## src/sv/tcc_pkg.sv

```systemverilog
`timescale 1ns / 1ps

package tcc_pkg;

  localparam int COLS           = 80;
  localparam int ROWS           = 25;
  localparam int FIRST_TEXT_ROW = 1;
  localparam int LAST_TEXT_ROW  = 22;
  localparam int EXTRA_ROW      = 24;

  localparam int CELLS = ROWS * COLS;
  localparam int AW    = $clog2(CELLS);
  localparam int CW    = 7;
  localparam int RW    = 5;
  localparam int POS_W = 11;

  localparam logic HAS_EXTRA = (EXTRA_ROW < ROWS);

  localparam logic [1:0] OP_PUT   = 2'd0;
  localparam logic [1:0] OP_SET   = 2'd1;
  localparam logic [1:0] OP_CLEAR = 2'd2;
  localparam logic [1:0] OP_READ  = 2'd3;

  localparam logic [7:0] CH_BS    = 8'h08;
  localparam logic [7:0] CH_TAB   = 8'h09;
  localparam logic [7:0] CH_LF    = 8'h0A;
  localparam logic [7:0] CH_CR    = 8'h0D;
  localparam logic [7:0] CH_SPACE = 8'h20;

  localparam logic [7:0]  ATTR_RESET = 8'h0F;
  localparam logic [15:0] BLANK_CELL = 16'h0F20;

  typedef struct packed {
    logic [1:0]    operation;
    logic [7:0]    char_code;
    logic [CW-1:0] col;
    logic [RW-1:0] row;
  } req_t;

  typedef struct packed {
    logic             serial_valid;
    logic [7:0]       serial_byte;
    logic [POS_W-1:0] cursor_pos;
    logic [15:0]      cell_value;
    logic             last;
  } rsp_t;

  typedef struct packed {
    logic [CW-1:0] col;
    logic [RW-1:0] row;
    logic          scroll;
    logic          cell_wr;
  } cur_upd_t;

  function automatic logic [AW-1:0] cell_addr(logic [RW-1:0] row, logic [CW-1:0] col);
    return AW'(row) * AW'(COLS) + AW'(col);
  endfunction

endpackage

```

## src/sv/tcc_cursor.sv

```systemverilog
`timescale 1ns / 1ps

module tcc_cursor import tcc_pkg::*; (
  input  req_t          req_i,
  input  logic [CW-1:0] col_i,
  input  logic [RW-1:0] row_i,
  output cur_upd_t      upd_o
);

  logic [CW:0] c;
  logic [RW:0] r;
  logic        scroll;
  logic        wr;

  always_comb begin
    c      = {1'b0, col_i};
    r      = {1'b0, row_i};
    scroll = 1'b0;
    wr     = 1'b0;
    case (req_i.operation)
      OP_PUT: begin
        case (req_i.char_code)
          CH_LF: begin
            c = '0;
            r = r + 1'b1;
          end
          CH_CR: begin
            c = '0;
          end
          CH_TAB: begin
            c = (c + (CW+1)'(8)) & ~(CW+1)'(7);
          end
          CH_BS: begin
            if (c != '0) begin
              c = c - 1'b1;
            end
          end
          default: begin
            wr = 1'b1;
            c  = c + 1'b1;
          end
        endcase
        if (c >= (CW+1)'(COLS)) begin
          c = '0;
          r = r + 1'b1;
        end
        if (r > (RW+1)'(LAST_TEXT_ROW)) begin
          r      = (RW+1)'(LAST_TEXT_ROW);
          scroll = 1'b1;
        end
      end
      OP_SET: begin
        if ({1'b0, req_i.col} < (CW+1)'(COLS)) begin
          c = {1'b0, req_i.col};
        end
        if ({1'b0, req_i.row} >= (RW+1)'(FIRST_TEXT_ROW) &&
            {1'b0, req_i.row} <= (RW+1)'(LAST_TEXT_ROW)) begin
          r = {1'b0, req_i.row};
        end
      end
      OP_CLEAR: begin
        c = '0;
        r = (RW+1)'(FIRST_TEXT_ROW);
      end
      default: begin
      end
    endcase
  end

  assign upd_o.col     = c[CW-1:0];
  assign upd_o.row     = r[RW-1:0];
  assign upd_o.scroll  = scroll;
  assign upd_o.cell_wr = wr;

endmodule
```

## config.mk

```make
export PLATFORM = sky130hd
export DESIGN_NAME = tcc_cursor
export DESIGN_NICKNAME = d
export VERILOG_FILES = /design/src/sv/tcc_pkg.sv /design/src/sv/tcc_cursor.sv
export SDC_FILE = /design/constraint.sdc
export NUM_CORES = 1
export LEC_CHECK = 0
export BUFFER_PORTS_ARGS = -buffer_cell sky130_fd_sc_hd__buf_2
export CAP_MARGIN = 10
export CORE_MARGIN = 2
export CORE_UTILIZATION = 42
export DETAILED_ROUTE_END_ITERATION = 8
export PLACE_DENSITY = 0.78
export SYNTH_ARGS = -nofsm -noshare
export SYNTH_HDL_FRONTEND = slang
export SYNTH_SLANG_ARGS = --single-unit
```

## constraint.sdc

```tcl
create_clock -name vclk -period 4.2
set_clock_uncertainty 0.15 [all_clocks]
set_input_delay 0.42 -clock vclk [all_inputs]
set_output_delay 0.42 -clock vclk [all_outputs]
set_load 0.03 [all_outputs]
```

* Word-level counts from Yosys, hierarchy flattened
Cells that the tools add are included.
Cells by class: shift-type cells 0, multiply operators 0, $add $sub $neg 5, bitwise operators 0, mux-type cells 17, equal/unequal tests 6, divide/modulo/power cells 0, order comparisons 5, reductions and logical operators 5
Operator list (number):
- $eq 8x4->1 const B | 4
- $mux 6 | 4
- $pmux 8 s3 | 1
- $pmux 7 s3 | 1
- $mux 8 | 2
- $pmux 5 s3 | 1
- $mux 7 | 2
- $mux 5 | 2
- $add 7x1->8 const B | 1
- $add 7x4->8 const B | 1
- $ge 8x7->1 const B | 1
- $sub 7x1->8 const B | 1
- $lt 7x7->1 const B | 1
- $reduce_bool 7->1 | 1
- $add 5x1->6 const B | 1
- $add 6x1->6 const B | 1
- $gt 6x5->1 const B | 1
- $ge 5x1->1 const B | 1
- $le 5x5->1 const B | 1
- $mux 1 | 4
- $reduce_or 4->1 | 1
- $eq 2x1->1 const B | 1
- $eq 2x2->1 const B | 1
- $logic_not 2->1 | 1
- other kinds (2) | 2
Word-level totals: bits of input ports 34, bits in read-only memories 0, output and inout bits 14, memory bits (writable) 0, latch bits 0, logic and storage cells 38, flip-flop bits (word level) 0, memories 0

* Depth between registers and ports, before layout
depth in word-level cells 10, depth in mapped cells 12, depth with buffers taken out 11

* Least setup slack after synthesis
No wires, ideal clock.
kind input -> output, start in req_i[17] (netlist name), end out upd_o[3] (netlist name), cell stages on the path 11, required time 3630 ps, path slack 609 ps, path buffers 0, arrival 3021 ps, path through nor4_4 nand3_1 xor2_1 inv_1 ha_1 inv_1 xnor3_1 a32oi_1 o21ai_0 a311oi_2 o221ai_1
RTL lines:
- start, declared | line tcc_cursor.sv:4 | input req_t req_i,
- end, declared | line tcc_cursor.sv:7 | output cur_upd_t upd_o

==> qor.csv <==
stage,metric,value,unit
global_route,grt_pass1_wl,7780,um
logic_synthesis,synth.net_count,266,
finish,final_nets,307,
clocking,ctsHoldBuffers,0,
timing,setup_viol,0,
die,fp.coreArea,0.00342,mm2
finish,num_antenna_cells,0,
timing,period_needed,3.87,ns
timing,setup-tns-final,0,ns
worst_setup_path,critPathLaunchType,primary input,
finish,drive_above_1_share,26.1,%
logic_synthesis,yosysWarnings,0,
timing,drv_slew,0,
timing,max_freq,0.259,GHz
worst_setup_path,slowest_delay,0.38,ns
finish,regArea,0,um2
global_route,grt_max_degree,16,
placement,gp_congestion,0.906,
timing,hold_viol_final,0,
logic_synthesis,synth_cell_type_count,61,
finish,clkbuf_count,0,
die,initial_core_util,44.5,%
worst_setup_path,cp_slowest_cell,a311oi_2,
route,wirelength,4540,um
worst_hold_path,hp-start,req_i[8],
timing,whs,1.16,ns
worst_setup_path,cp.required,3.63,ns
worst_hold_path,hold_class,primary input to primary output,
global_route,grtUsageTotal,22.0,%
power_and_ir_drop,powerDensity,106,mW/mm2
finish,design.seq.count,0,
logic_synthesis,ys_seq_area_share,0,%
worst_setup_path,path_buf_inv,4,
placement,port_buffers,48,
job,maxCapViolCount,0,
outcome,status,"complete, no violations",
timing,rsz0062_at_grt,no,
placement,dpl.hpwl,3690,um
die,die_w,64.2,um
global_route,antenna_found_initial,0,
logic_synthesis,synth_common_cells,"nor2_1, inv_1, nand2_1, o21ai_0, a21oi_1",
route,via_count,1886,
route,drt.antenna.violating_nets,0,
die,ios,48,
power_and_ir_drop,p_leak,0.742,nW
logic_synthesis,syn_area_per_cell,6.76,um2
route,drt_first_pass_iters,4,
timing,worst_pin_slew,0.620,ns
logic_synthesis,synth_cells,225,
logic_synthesis,ys_top_cells_by_area,"ha_1, o21ai_0, nor2_1",
route,first_iter_violations,171,
logic_synthesis,synth.top_cell.area_share,5.76,%
route,m1WireLength,2290,um
route,top_layer_used,met4,
global_route,grt_pass1_vias,1683,
worst_setup_path,path_class,primary input to primary output,
worst_setup_path,crit_start,req_i[12],
logic_synthesis,synth.cell_area,0.00152,mm2
power_and_ir_drop,vdd_drop_max,0.0000408,V
clocking,post_cts_buffers,0,
route,wl_per_cell,14.7,um
route,wl_met2,2000,um
worst_setup_path,worst_ep_arrival_time,3.30,ns
route,via_per_inst,6.08,
die,die_h,64.2,um
worst_setup_path,endpoint_kind,primary output,
logic_synthesis,yosys.area.top_type,ha_1,
timing,relSlewSlack,58.5,%
worst_setup_path,cp_top_family,compound AO/OA/AOI/OAI gates,
worst_setup_path,worstPathCellList,buf_2 > nor3b_1 > nand3_1 > xor2_1 > inv_1 > ha_1 > inv_1 > xnor3_1 > a32oi_1 > o21ai_0 > a311oi_2 > o221ai_1 > buf_2,
die,rows,21,
worst_setup_path,path_max_fanout,14,
timing,finalCritPeriodShare,92.0,%
die,die_area,0.00412,mm2
clocking,cts.repair.resized,0,
finish,fillers,375,
finish,synthToLayoutAreaGrowth,16.6,%
global_route,gr-total-overflow,0,
logic_synthesis,yosysMostFrequentCell,nor2_1,
route,wl_met3,245,um
route,post-route-drc-count,0,
## power by group
group | internal [mW] | switching [mW] | total (mW)
combinational | 0.0693 | 0.119 | 0.188
sequential | 0 | 0 | 0
clock | 0 | 0 | 0
## through the flow
stage	total power, mW	cells	instance area [um2]	setup slack [ns]	util, %
after floorplan	0.130	225	1520	0.609	-
after global placement	0.184	310	1770	0.498	51.9
after detailed placement	0.185	310	1770	0.389	51.9
after CTS	0.186	310	1770	0.379	51.9
after global routing	0.206	310	1770	0.0598	51.9
final	0.188	310	1770	0.334	51.9
## cell usage in the layout (no fill, tap or decap), drive strengths merged, types with 3 or more instances in the layout
master / synthesis / final
a211oi: 4 / 4
a21oi: 12 / 12
a31oi: 3 / 3
buf: 7 / 52
ha: 7 / 7
inv: 16 / 16
mux2: 3 / 3
mux2i: 5 / 5
nand2: 16 / 16
nand3: 11 / 11
nand4: 5 / 5
nor2: 21 / 21
nor3: 9 / 9
nor4: 4 / 4
o211ai: 5 / 5
o21a: 4 / 4
o21ai: 17 / 17
o22ai: 6 / 6
o31ai: 3 / 3
o32ai: 5 / 5
or3: 4 / 4
or4b: 4 / 4
xnor2: 6 / 6
xor2: 6 / 6
## cell type report
class / count / area, um2 / area share (%)
well taps: 46 / 57.6 / 3.25
inverters: 16 / 60.1 / 3.39
repair buffers: 52 / 270 / 15.2
multi-input cells: 196 / 1390 / 78.1
## worst paths after layout
path,slack (ns),cells past startpoint,to
worst max-delay path,0.33,13,upd_o[3]
worst min-delay path,1.16,4,upd_o[10]
## per-layer routing
metal / GRT usage (%) / vias to the layer above
met5: 0 / -
met4: 1.06 / 0
met2: 34.4 / 62
met1: 34.5 / 868
li1: - / 954
met3: 1.23 / 2
## cells by family (layout without fill, tap and decap cells)
kind of cell | after synthesis | count (layout) | share of synthesized area [%]
fa+ha+maj | 7 | 7 | 5.76
buf+inv | 29 | 68 | 8.89
xor+xnor | 13 | 13 | 8.39
mux | 8 | 8 | 5.51
compound gates | 81 | 81 | 37.9
simple gates | 87 | 87 | 33.6
Note: power is estimated with default switching activity, not from simulation.
